`src/hw/rtl/sle_pkg.sv`:
```
// ----------------------------------------------------------------------------
// sle_pkg - shared types and constants of the serial line editor
// Item layouts of both channels, the front-to-back command word and the
// character codes that the editor recognises.
// ----------------------------------------------------------------------------
`default_nettype none

package sle_pkg;

  // Widest buffer index over the supported line capacities
  localparam int IDX_W = 8;

  // Entries of the command queue between front and back (power of two)
  localparam int CMDQ_DEPTH = 4;

  localparam logic [7:0] CH_BEL      = 8'd7;
  localparam logic [7:0] CH_BS       = 8'd8;
  localparam logic [7:0] CH_LF       = 8'd10;
  localparam logic [7:0] CH_CR       = 8'd13;
  localparam logic [7:0] CH_SP       = 8'd32;
  localparam logic [7:0] CH_DEL      = 8'd127;
  localparam logic [7:0] CH_PRINT_LO = 8'd32;
  localparam logic [7:0] CH_PRINT_HI = 8'd126;

  typedef enum logic [1:0] {
    RK_ECHO = 2'd0,
    RK_LINE = 2'd1,
    RK_ARG  = 2'd2,
    RK_READ = 2'd3
  } result_kind_t;

  typedef enum logic [2:0] {
    OP_STORE  = 3'd0,
    OP_RUBOUT = 3'd1,
    OP_EOL    = 3'd2,
    OP_BELL   = 3'd3,
    OP_READ   = 3'd4
  } cmd_op_t;

  typedef struct packed {
    logic       kind;
    logic [7:0] rx_byte;
    logic [5:0] read_index;
  } in_item_t;

  typedef struct packed {
    result_kind_t result_kind;
    logic [7:0]   out_byte;
    logic [5:0]   line_length;
    logic [4:0]   arg_count;
    logic [5:0]   arg_start;
    logic [5:0]   arg_end;
    logic         arg_overflow;
    logic         last;
  } out_item_t;

  // idx: store address, read address or line length, by op
  typedef struct packed {
    cmd_op_t          op;
    logic [7:0]       ch;
    logic [IDX_W-1:0] idx;
    logic             rd_ok;
  } cmd_t;

endpackage

`default_nettype wire

```
`src/hw/rtl/sle_ram.sv`:
```
// ----------------------------------------------------------------------------
// sle_ram - generic simple dual-port RAM
// One write port and one read port; read data registered and held while
// no read is requested.
// ----------------------------------------------------------------------------
`default_nettype none

module sle_ram #(
  parameter int WIDTH  = 8,
  parameter int DEPTH  = 64,
  parameter int ADDR_W = (DEPTH > 1) ? $clog2(DEPTH) : 1
) (
  input  logic              clk,
  input  logic              we,
  input  logic [ADDR_W-1:0] waddr,
  input  logic [WIDTH-1:0]  wdata,
  input  logic              re,
  input  logic [ADDR_W-1:0] raddr,
  output logic [WIDTH-1:0]  rdata
);

  logic [WIDTH-1:0] mem_r [DEPTH];
  logic [WIDTH-1:0] rdata_r;

  always_ff @(posedge clk) begin
    if (we) begin
      mem_r[waddr] <= wdata;
    end
    if (re) begin
      rdata_r <= mem_r[raddr];
    end
  end

  assign rdata = rdata_r;

endmodule

`default_nettype wire

```
`src/hw/rtl/sle_front.sv`:
```
// ----------------------------------------------------------------------------
// sle_front - item intake and classification
// Accepts items, tracks the cursor and turns each item into one command
// for the back end.
// ----------------------------------------------------------------------------
`default_nettype none

module sle_front #(
  parameter int LINE_CAPACITY = 64
) (
  input  logic             clk,
  input  logic             rst_n,
  input  logic             push,
  input  sle_pkg::in_item_t in_item,
  input  logic             q_full,
  output logic             full,
  output logic             cmd_push,
  output sle_pkg::cmd_t    cmd
);
  import sle_pkg::*;

  localparam int AW = $clog2(LINE_CAPACITY);

  logic [AW-1:0] cursor_r, cursor_nxt;
  logic          accept;
  logic [8:0]    ri_w;
  logic [7:0]    ch;
  cmd_t          cmd_c;

  always_comb begin
    accept     = push && !q_full;
    ch         = in_item.rx_byte;
    ri_w       = {3'b000, in_item.read_index};
    cursor_nxt = cursor_r;
    cmd_c      = '0;
    cmd_c.ch   = ch;
    priority if (in_item.kind) begin
      cmd_c.op    = OP_READ;
      cmd_c.idx   = IDX_W'(in_item.read_index);
      cmd_c.rd_ok = ri_w < 9'(LINE_CAPACITY);
    end else if (ch >= CH_PRINT_LO && ch <= CH_PRINT_HI &&
                 cursor_r < AW'(LINE_CAPACITY - 2)) begin
      cmd_c.op   = OP_STORE;
      cmd_c.idx  = IDX_W'(cursor_r);
      cursor_nxt = cursor_r + AW'(1);
    end else if ((ch == CH_BS || ch == CH_DEL) && cursor_r != '0) begin
      cmd_c.op   = OP_RUBOUT;
      cursor_nxt = cursor_r - AW'(1);
    end else if (ch == CH_CR || ch == CH_LF) begin
      cmd_c.op   = OP_EOL;
      cmd_c.idx  = IDX_W'(cursor_r);
      cursor_nxt = '0;
    end else begin
      cmd_c.op = OP_BELL;
    end
    // hold the cursor unless the item is taken
    if (!accept) begin
      cursor_nxt = cursor_r;
    end
  end

  always_ff @(posedge clk) begin
    if (!rst_n) begin
      cursor_r <= '0;
    end else begin
      cursor_r <= cursor_nxt;
    end
  end

  assign full     = q_full;
  assign cmd_push = accept;
  assign cmd      = cmd_c;

endmodule

`default_nettype wire

```
`src/hw/rtl/sle_cmdq.sv`:
```
// ----------------------------------------------------------------------------
// sle_cmdq - command queue between front and back
// Small register FIFO; head entry always visible.
// ----------------------------------------------------------------------------
`default_nettype none

module sle_cmdq (
  input  logic          clk,
  input  logic          rst_n,
  input  logic          wr_en,
  input  sle_pkg::cmd_t wr_cmd,
  input  logic          rd_en,
  output logic          full,
  output logic          empty,
  output sle_pkg::cmd_t head
);
  import sle_pkg::*;

  localparam int PW   = $clog2(CMDQ_DEPTH);
  localparam int CNTW = PW + 1;

  cmd_t            mem_r [CMDQ_DEPTH];
  logic [PW-1:0]   wr_ptr_r, rd_ptr_r;
  logic [CNTW-1:0] cnt_r;
  logic            do_wr, do_rd;

  assign full  = cnt_r == CNTW'(CMDQ_DEPTH);
  assign empty = cnt_r == '0;
  assign head  = mem_r[rd_ptr_r];
  assign do_wr = wr_en && !full;
  assign do_rd = rd_en && !empty;

  always_ff @(posedge clk) begin
    if (do_wr) begin
      mem_r[wr_ptr_r] <= wr_cmd;
    end
  end

  always_ff @(posedge clk) begin
    if (!rst_n) begin
      wr_ptr_r <= '0;
      rd_ptr_r <= '0;
      cnt_r    <= '0;
    end else begin
      if (do_wr) begin
        wr_ptr_r <= wr_ptr_r + PW'(1);
      end
      if (do_rd) begin
        rd_ptr_r <= rd_ptr_r + PW'(1);
      end
      priority if (do_wr && !do_rd) begin
        cnt_r <= cnt_r + CNTW'(1);
      end else if (do_rd && !do_wr) begin
        cnt_r <= cnt_r - CNTW'(1);
      end else begin
        cnt_r <= cnt_r;
      end
    end
  end

endmodule

`default_nettype wire

```
`src/hw/rtl/sle_back.sv`:
```
// ----------------------------------------------------------------------------
// sle_back - command execution
// Runs commands in order: echoes, line buffer writes and reads, and the
// argument scan of a completed line. Drives the result register.
// ----------------------------------------------------------------------------
`default_nettype none

module sle_back #(
  parameter int LINE_CAPACITY = 64,
  parameter int MAX_ARGS      = 16
) (
  input  logic               clk,
  input  logic               rst_n,
  input  logic               cmd_empty,
  input  sle_pkg::cmd_t      cmd_head,
  output logic               cmd_pop,
  input  logic               pop,
  output logic               out_valid,
  output sle_pkg::out_item_t out_item
);
  import sle_pkg::*;

  localparam int AW  = $clog2(LINE_CAPACITY);
  localparam int AIW = (MAX_ARGS > 1) ? $clog2(MAX_ARGS) : 1;
  localparam int TW  = $clog2(MAX_ARGS + 2);
  localparam int RW  = 2 * AW;
  localparam logic [TW-1:0] MAX_T = TW'(MAX_ARGS);

  typedef enum logic [8:0] {
    ST_IDLE = 9'b000000001,
    ST_RUB1 = 9'b000000010,
    ST_RUB2 = 9'b000000100,
    ST_LF   = 9'b000001000,
    ST_SCAN = 9'b000010000,
    ST_FIN  = 9'b000100000,
    ST_AREQ = 9'b001000000,
    ST_AOUT = 9'b010000000,
    ST_RD   = 9'b100000000
  } state_t;

  state_t          state_r, state_nxt;
  logic            out_v_r, out_v_nxt;
  out_item_t       out_r, out_nxt;
  logic [AW-1:0]   len_r, len_nxt;
  logic [AW-1:0]   rd_idx_r, rd_idx_nxt;
  logic            p_v_r, p_v_nxt;
  logic [AW-1:0]   p_idx_r, p_idx_nxt;
  logic            pend_r, pend_nxt;
  logic [TW-1:0]   total_r, total_nxt;
  logic [AW-1:0]   start_r, start_nxt;
  logic [AIW-1:0]  ai_r, ai_nxt;
  logic            rd_ok_r, rd_ok_nxt;

  logic            line_we, line_re;
  logic [AW-1:0]   line_waddr, line_raddr;
  logic [7:0]      line_wdata, line_rdata;
  logic            arg_we, arg_re;
  logic [AIW-1:0]  arg_waddr, arg_raddr;
  logic [RW-1:0]   arg_wdata, arg_rdata;

  logic            slot_free, emit, issue;
  out_item_t       eitem;
  logic [TW-1:0]   rec, tm1, ai_p1;
  logic [TW+4:0]   rec_w;
  logic [AW+5:0]   len_w, ast_w, aen_w;

  sle_ram #(.WIDTH(8), .DEPTH(LINE_CAPACITY), .ADDR_W(AW)) u_line_ram (
    .clk   (clk),
    .we    (line_we),
    .waddr (line_waddr),
    .wdata (line_wdata),
    .re    (line_re),
    .raddr (line_raddr),
    .rdata (line_rdata)
  );

  sle_ram #(.WIDTH(RW), .DEPTH(MAX_ARGS), .ADDR_W(AIW)) u_arg_ram (
    .clk   (clk),
    .we    (arg_we),
    .waddr (arg_waddr),
    .wdata (arg_wdata),
    .re    (arg_re),
    .raddr (arg_raddr),
    .rdata (arg_rdata)
  );

  assign slot_free = !out_v_r || pop;
  assign rec       = (total_r > MAX_T) ? MAX_T : total_r;
  assign tm1       = total_r - TW'(1);
  assign ai_p1     = TW'(ai_r) + TW'(1);
  assign rec_w     = {5'b00000, rec};
  assign len_w     = {6'b000000, len_r};
  assign ast_w     = {6'b000000, arg_rdata[RW-1:AW]};
  assign aen_w     = {6'b000000, arg_rdata[AW-1:0]};
  assign issue     = rd_idx_r != len_r;

  always_comb begin
    state_nxt  = state_r;
    len_nxt    = len_r;
    rd_idx_nxt = rd_idx_r;
    p_v_nxt    = p_v_r;
    p_idx_nxt  = p_idx_r;
    pend_nxt   = pend_r;
    total_nxt  = total_r;
    start_nxt  = start_r;
    ai_nxt     = ai_r;
    rd_ok_nxt  = rd_ok_r;
    cmd_pop    = 1'b0;
    line_we    = 1'b0;
    line_waddr = cmd_head.idx[AW-1:0];
    line_wdata = cmd_head.ch;
    line_re    = 1'b0;
    line_raddr = cmd_head.idx[AW-1:0];
    arg_we     = 1'b0;
    arg_waddr  = tm1[AIW-1:0];
    arg_wdata  = {start_r, p_idx_r};
    arg_re     = 1'b0;
    arg_raddr  = ai_r;
    emit       = 1'b0;
    eitem      = '0;

    unique case (state_r)
      ST_IDLE: begin
        if (!cmd_empty) begin
          unique case (cmd_head.op)
            OP_STORE: begin
              if (slot_free) begin
                emit           = 1'b1;
                eitem.out_byte = cmd_head.ch;
                eitem.last     = 1'b1;
                line_we        = 1'b1;
                cmd_pop        = 1'b1;
              end
            end
            OP_BELL: begin
              if (slot_free) begin
                emit           = 1'b1;
                eitem.out_byte = CH_BEL;
                eitem.last     = 1'b1;
                cmd_pop        = 1'b1;
              end
            end
            OP_RUBOUT: begin
              if (slot_free) begin
                emit           = 1'b1;
                eitem.out_byte = CH_BS;
                cmd_pop        = 1'b1;
                state_nxt      = ST_RUB1;
              end
            end
            OP_EOL: begin
              if (slot_free) begin
                emit           = 1'b1;
                eitem.out_byte = CH_CR;
                len_nxt        = cmd_head.idx[AW-1:0];
                cmd_pop        = 1'b1;
                state_nxt      = ST_LF;
              end
            end
            OP_READ: begin
              line_re   = 1'b1;
              rd_ok_nxt = cmd_head.rd_ok;
              cmd_pop   = 1'b1;
              state_nxt = ST_RD;
            end
            default: begin
              cmd_pop = 1'b1;
            end
          endcase
        end
      end
      ST_RUB1: begin
        if (slot_free) begin
          emit           = 1'b1;
          eitem.out_byte = CH_SP;
          state_nxt      = ST_RUB2;
        end
      end
      ST_RUB2: begin
        if (slot_free) begin
          emit           = 1'b1;
          eitem.out_byte = CH_BS;
          eitem.last     = 1'b1;
          state_nxt      = ST_IDLE;
        end
      end
      ST_LF: begin
        if (slot_free) begin
          emit           = 1'b1;
          eitem.out_byte = CH_LF;
          rd_idx_nxt     = '0;
          p_v_nxt        = 1'b0;
          pend_nxt       = 1'b1;
          total_nxt      = '0;
          state_nxt      = ST_SCAN;
        end
      end
      ST_SCAN: begin
        // read one byte a cycle, judge it the cycle after
        line_re    = issue;
        line_raddr = rd_idx_r;
        p_v_nxt    = issue;
        p_idx_nxt  = rd_idx_r;
        if (issue) begin
          rd_idx_nxt = rd_idx_r + AW'(1);
        end
        if (p_v_r) begin
          if (pend_r) begin
            pend_nxt = 1'b0;
            if (total_r < MAX_T) begin
              start_nxt = p_idx_r;
            end
            if (total_r <= MAX_T) begin
              total_nxt = total_r + TW'(1);
            end
          end else if (line_rdata == CH_SP) begin
            arg_we   = total_r <= MAX_T;
            pend_nxt = 1'b1;
          end
        end
        if (!issue && !p_v_r) begin
          state_nxt = ST_FIN;
        end
      end
      ST_FIN: begin
        // close an argument left open at the line end
        arg_wdata = {start_r, len_r};
        arg_we    = !pend_r && total_r != '0 && total_r <= MAX_T;
        if (slot_free) begin
          emit               = 1'b1;
          eitem.result_kind  = RK_LINE;
          eitem.line_length  = len_w[5:0];
          eitem.arg_count    = rec_w[4:0];
          eitem.arg_overflow = total_r > MAX_T;
          eitem.last         = rec == '0;
          ai_nxt             = '0;
          state_nxt          = (rec == '0) ? ST_IDLE : ST_AREQ;
        end
      end
      ST_AREQ: begin
        arg_re    = 1'b1;
        state_nxt = ST_AOUT;
      end
      ST_AOUT: begin
        if (slot_free) begin
          emit              = 1'b1;
          eitem.result_kind = RK_ARG;
          eitem.arg_start   = ast_w[5:0];
          eitem.arg_end     = aen_w[5:0];
          eitem.last        = ai_p1 == rec;
          ai_nxt            = ai_r + AIW'(1);
          state_nxt         = (ai_p1 == rec) ? ST_IDLE : ST_AREQ;
        end
      end
      ST_RD: begin
        if (slot_free) begin
          emit              = 1'b1;
          eitem.result_kind = RK_READ;
          eitem.out_byte    = rd_ok_r ? line_rdata : 8'd0;
          eitem.last        = 1'b1;
          state_nxt         = ST_IDLE;
        end
      end
      default: begin
        state_nxt = ST_IDLE;
      end
    endcase

    out_v_nxt = out_v_r;
    out_nxt   = out_r;
    if (emit) begin
      out_v_nxt = 1'b1;
      out_nxt   = eitem;
    end else if (pop) begin
      out_v_nxt = 1'b0;
    end
  end

  always_ff @(posedge clk) begin
    if (!rst_n) begin
      state_r <= ST_IDLE;
      out_v_r <= 1'b0;
    end else begin
      state_r <= state_nxt;
      out_v_r <= out_v_nxt;
    end
  end

  always_ff @(posedge clk) begin
    out_r    <= out_nxt;
    len_r    <= len_nxt;
    rd_idx_r <= rd_idx_nxt;
    p_v_r    <= p_v_nxt;
    p_idx_r  <= p_idx_nxt;
    pend_r   <= pend_nxt;
    total_r  <= total_nxt;
    start_r  <= start_nxt;
    ai_r     <= ai_nxt;
    rd_ok_r  <= rd_ok_nxt;
  end

  assign out_valid = out_v_r;
  assign out_item  = out_r;

endmodule

`default_nettype wire

```
`src/hw/rtl/serial_line_editor_tokenizer.sv`:
```
// ----------------------------------------------------------------------------
// serial_line_editor_tokenizer - serial console line editor
// Echoes and edits received console bytes into a line buffer, splits a
// completed line into space-separated arguments and reads stored bytes back.
// ----------------------------------------------------------------------------
//
//  channel   ports                 moves                     taken when
//  --------  --------------------  ------------------------  ----------------
//  input     push, full, in_item   console byte or read      push && !full
//  result    empty, pop, out_item  echo, line, arg, read     pop && !empty
//
// Flow: the front takes one item a cycle while its four-entry command
// queue has room. The back runs one command at a time: a stored byte is
// echoed and a bell answered with BEL; a rubout echoes BS, SP, BS; a read
// is a line RAM read then the result; a line end echoes CR and LF, then
// scans the line RAM, pipelined, one byte a cycle, then gives the line record
// and, per recorded argument, an arg RAM read then the result.
// Reset: synchronous, active low; clears the cursor, queue and result
// register. The line buffer is not cleared.
// Stalls: a held result stops the back only; the front keeps filling the
// queue until it is full.
//
`default_nettype none

module serial_line_editor_tokenizer #(
  parameter int LINE_CAPACITY = 64,
  parameter int MAX_ARGS      = 16
) (
  input  logic               clk,
  input  logic               rst_n,
  input  logic               push,
  output logic               full,
  input  sle_pkg::in_item_t  in_item,
  output logic               empty,
  input  logic               pop,
  output sle_pkg::out_item_t out_item
);
  import sle_pkg::*;

  logic cmd_push, cmd_full, cmd_empty, cmd_pop, out_valid;
  cmd_t cmd_in, cmd_head;

  // Classify items and keep the cursor
  sle_front #(.LINE_CAPACITY(LINE_CAPACITY)) u_front (
    .clk      (clk),
    .rst_n    (rst_n),
    .push     (push),
    .in_item  (in_item),
    .q_full   (cmd_full),
    .full     (full),
    .cmd_push (cmd_push),
    .cmd      (cmd_in)
  );

  // Decouple intake from execution
  sle_cmdq u_cmdq (
    .clk    (clk),
    .rst_n  (rst_n),
    .wr_en  (cmd_push),
    .wr_cmd (cmd_in),
    .rd_en  (cmd_pop),
    .full   (cmd_full),
    .empty  (cmd_empty),
    .head   (cmd_head)
  );

  // Execute commands in order and present results
  sle_back #(.LINE_CAPACITY(LINE_CAPACITY), .MAX_ARGS(MAX_ARGS)) u_back (
    .clk       (clk),
    .rst_n     (rst_n),
    .cmd_empty (cmd_empty),
    .cmd_head  (cmd_head),
    .cmd_pop   (cmd_pop),
    .pop       (pop),
    .out_valid (out_valid),
    .out_item  (out_item)
  );

  assign empty = !out_valid;

  // The front never pushes a command into a full queue
  a_no_push_full: assert property (@(posedge clk) disable iff (!rst_n)
    cmd_push |-> !cmd_full)
    else $error("command pushed into full queue");

  // The back only takes a command that is there
  a_no_pop_empty: assert property (@(posedge clk) disable iff (!rst_n)
    cmd_pop |-> !cmd_empty)
    else $error("command taken from empty queue");

  // No result survives a reset
  a_reset_empty: assert property (@(posedge clk)
    !rst_n |=> empty)
    else $error("result pending after reset");

endmodule

`default_nettype wire

```
`config.mk`:
```
export PLATFORM = sky130hd
export DESIGN_NAME = serial_line_editor_tokenizer
export DESIGN_NICKNAME = d
export VERILOG_FILES = /design/src/hw/rtl/sle_pkg.sv /design/src/hw/rtl/sle_ram.sv /design/src/hw/rtl/sle_front.sv /design/src/hw/rtl/sle_cmdq.sv /design/src/hw/rtl/sle_back.sv /design/src/hw/rtl/serial_line_editor_tokenizer.sv
export SDC_FILE = /design/constraint.sdc
export NUM_CORES = 1
export LEC_CHECK = 0
export CAP_MARGIN = 20
export CORE_MARGIN = 2
export CORE_UTILIZATION = 52
export CTS_BUF_LIST = sky130_fd_sc_hd__clkbuf_16
export CTS_CLUSTER_DIAMETER = 150
export DETAILED_ROUTE_END_ITERATION = 10
export DONT_BUFFER_PORTS = 1
export GPL_ROUTABILITY_DRIVEN = 0
export GPL_TIMING_DRIVEN = 0
export PLACE_DENSITY = 0.77
export SYNTH_ARGS = -nofsm -noshare
export SYNTH_HDL_FRONTEND = slang
export SYNTH_SLANG_ARGS = --single-unit
```
`constraint.sdc`:
```
create_clock -name clk -period 4.8 [get_ports clk]
set_clock_uncertainty 0.1 [all_clocks]
set_input_delay 0.48 -clock clk [delete_from_list [all_inputs] [get_ports clk]]
set_output_delay 0.48 -clock clk [all_outputs]
set_load 0.03 [all_outputs]
```
==> results.ini <==
[outcome]
status = finished, final reports clean

[pwr]
comb_power_share = 0.213
p_int_mw = 14.4
irDropWorstVdd_mv = 0.478
p_seq_frac = 0.469
netSwitchingFraction = 0.300
p_leak_nw = 13.5
clkPwrFrac = 0.318
p_per_area_mw_per_mm2 = 517
p_switching_mw = 6.18

[sta]
period_minus_slack_ns = 4.46
setup_slack_ns = 0.345
rsz0062_at_grt = no
maxSlewViolCount = 0
fmax_mhz = 224
hold_violations = 0
slew-limit-headroom = 0.243
timing.final.crit_share = 0.928
setup_violations = 0
worst_slew_pin_slew_ns = 1.13
setup_tns_ns = 0

[synthesis]
avgSynthCellArea_um2 = 17.7
synth_top_area_cell = edfxtp_1
seq_area_frac_synth = 0.747
synthTopCellsByArea = edfxtp_1 (73%), mux2i_1 (7.5%), mux4_2 (4.9%)
synth_edf_count = 863
synth_cell_types = 70
yosysTopAreaCellShare = 0.733
synthesis.nets = 2030
ys_seq_elements = 888
synth_cells = 1995
synth_most_common_cell = edfxtp_1
async_flop_share = 0
synthFlopType = edfxtp_1
yosysWarnings = 0
synth_commonest_cells = edfxtp_1 (863), mux2i_1 (265), nor2_1 (134), o22ai_1 (130), mux4_2 (77)
syn-cell-area_mm2 = 0.0354

[placement]
placed_area_mm2 = 0.0369
place_ws_ns = 0.768
hpwl_um = 54100
io_buffers = 0

[critical_path]
timing.rr.end = u_back.u_line_ram.rdata[5]
critPathMaxStageDelay_ns = 0.97
cpMaxStageDelayCell = o41ai_1
crit_path_max_fanout = 10
path_delay_family = compound AO/OA/AOI/OAI gates
r2r-start = u_back.state_r[1]
crit_required_ns = 4.99
critPathMostFrequentCell = buf_4
reg2reg_slack_ns = 0.34
start_kind = register
worst_ep_arrival_time_ns = 4.64
path_cells = nor3_2 -> nand4b_1 -> buf_6 -> mux2i_2 -> buf_4 -> buf_4 -> mux2i_1 -> o22ai_1 -> o41ai_1 -> o2111ai_1
rr_worst_depth = 10
end_kind = register
crit_type = reg -> reg
critPathBufInv = 3

[job]
drv_cap = 0

[floorplanning]
dieArea_mm2 = 0.0701
rows = 95
die_width_um = 265
io_pins = 56
initial_core_util = 0.526
die_h_um = 265
core_area_mm2 = 0.0673

[min_path]
hp-class = in -> reg
hold_depth = 2
hold_path_startpoint = pop
min_to = u_back.out_valid

[detailed_routing]
avgViaCountPerCell = 6.38
num_vias = 19600
avgRoutedWirePerCell_um = 27.4
drc = 0
firstDrtPassIters = 6
drt_iter0_drc = 2507
drtAntennaViolNets = 0
wirelength_um = 83900

[global_routing]
overflow = 0
grt_pass1_wl_um = 123000
grt_pass1_vias = 19300
grt_antenna_before_repair = 4
track_usage = 0.239
grt_max_degree = 53

[cts]
cts_tree = done
cts_buffers = 86
cts-root-buf = clkbuf_16
h-tree-depth = 3
path_clk_slew_ns = 0.06
clk_latency_ns = 0.66
clk_path_buf_depth = 3
cts_sinks = 888

[finish]
antenna_cells = 0
syn2layout_area_growth_pct = 12.5
layout-drive-gt1-share = 0.140
nets = 2162
fin_area_mm2 = 0.0398

flip-flops by register name, summed over array words and instances (netlist names), 8 cells and up, named ones only:
register and flops:
u_back.out_item 35, u_back.state_r 9, u_back.u_arg_ram.mem_r 192, u_back.u_arg_ram.rdata 12, u_back.u_line_ram.mem_r 512, u_back.u_line_ram.rdata 8, u_cmdq.mem_r 68
placed cells by master, fill, tap and decap left out, types with 8 or more instances in the layout:
master and n:
mux2i_1 265, dfxtp_1 25, buf_2 18, ha_1 15
nor2_1 133, inv_1 48, dlygate4sd3_1 10, clkbuf_1 33
nor3b_1 8, clkinv_1 9, edfxtp_1 863, mux4_2 77
a21oi_1 22, o22ai_1 130, nand2_1 57, nand2b_1 8
o21ai_0 28, nor4_1 19, buf_6 17, nand3_1 13
o2111ai_1 8, and2_1 32, nor3_1 15, clkbuf_16 88
xor2_1 11, buf_4 43, buf_1 8, o41ai_1 25
nor2b_1 12, clkinv_2 11, xnor2_1 15
logic make-up (layout without fill, tap and decap cells):
| group | after synthesis | in the layout | share of synthesized area |
|---|---|---|---|
| AOI/OAI and AO/OA | 250 | 250 | 0.0464 |
| xor gates and xnor gates | 26 | 26 | 0.00644 |
| adders and majority gates | 16 | 16 | 0.00587 |
| buffers and inverters | 122 | 318 | 0.0187 |
| DFF | 888 | 888 | 0.747 |
| muxes | 351 | 351 | 0.127 |
| and+or+nand+nor | 342 | 342 | 0.0483 |
worst register-to-register path: cells and delay by family (launching register included):
kind / cells / cell delay (ns)
compound gates: 3 / 1.56
buf+inv: 3 / 0.72
mux: 2 / 0.69
simple gates: 2 / 0.63
flops: 1 / 0.38
power by group through the flow:
stage               Sequential, mW  Clock (mW)  Combinational [mW]
finish                        9.65        6.55                4.38
global route                  9.67        6.89                4.55
CTS                           9.65        6.57                4.26
detailed placement            9.81           0                4.22
global placement              9.84           0                3.92
floorplan                     9.78           0                2.63
worst max path at each step:
stage	start	endpoint	slack (ns)	cells after the start
floorplan	u_back.state_r[4]	u_back.out_item[0]	1.36	6
global placement	u_back.total_r[1]	u_back.u_arg_ram.mem_r[3][10]	0.15	8
detailed placement	u_back.state_r[1]	u_back.u_line_ram.rdata[6]	0.77	10
CTS	u_back.state_r[1]	u_back.u_line_ram.rdata[6]	0.71	10
global route	u_back.state_r[1]	u_back.u_line_ram.rdata[4]	0.31	10
finish	u_back.state_r[1]	u_back.u_line_ram.rdata[5]	0.34	10
layout make-up:
| cell class | instances | area (um2) |
|---|---|---|
| inverter | 21 | 78.8 |
| timing repair buffer | 44 | 587 |
| buffer | 101 | 582 |
| tap | 873 | 1090 |
| sequential | 888 | 26400 |
| multi-input combinational | 985 | 8300 |
| clock inverter | 64 | 538 |
| fill | 4748 | 27500 |
| clock buffer | 88 | 2200 |
metal layers:
| metal | routed length, um | track usage | up-vias |
|---|---|---|---|
| met5 | 0 | 0 | - |
| met4 | 3500 | 0.0985 | 0 |
| met3 | 8300 | 0.0476 | 215 |
| met2 | 40500 | 0.389 | 1217 |
| met1 | 31600 | 0.318 | 9870 |
| li1 | - | - | 8248 |
per-stage QoR:
stage               hold WS [ns]  cells   util  total power, mW
floorplan                  0.320   1995      -             12.4
global placement           0.331   2868  0.542             13.8
detailed placement         0.341   2895  0.548             14.0
CTS                       0.0234   3057  0.590             20.5
global route              0.0576   3064  0.592             21.1
finish                    0.0423   3064  0.592             20.6
repair_timing:
action,4_1_cts,5_1_grt
setup buffers,0,0
resized for setup,0,0
endpoints found under the hold margin,39,0
hold buffers,10,0
Power figures use the tool's default switching activity.
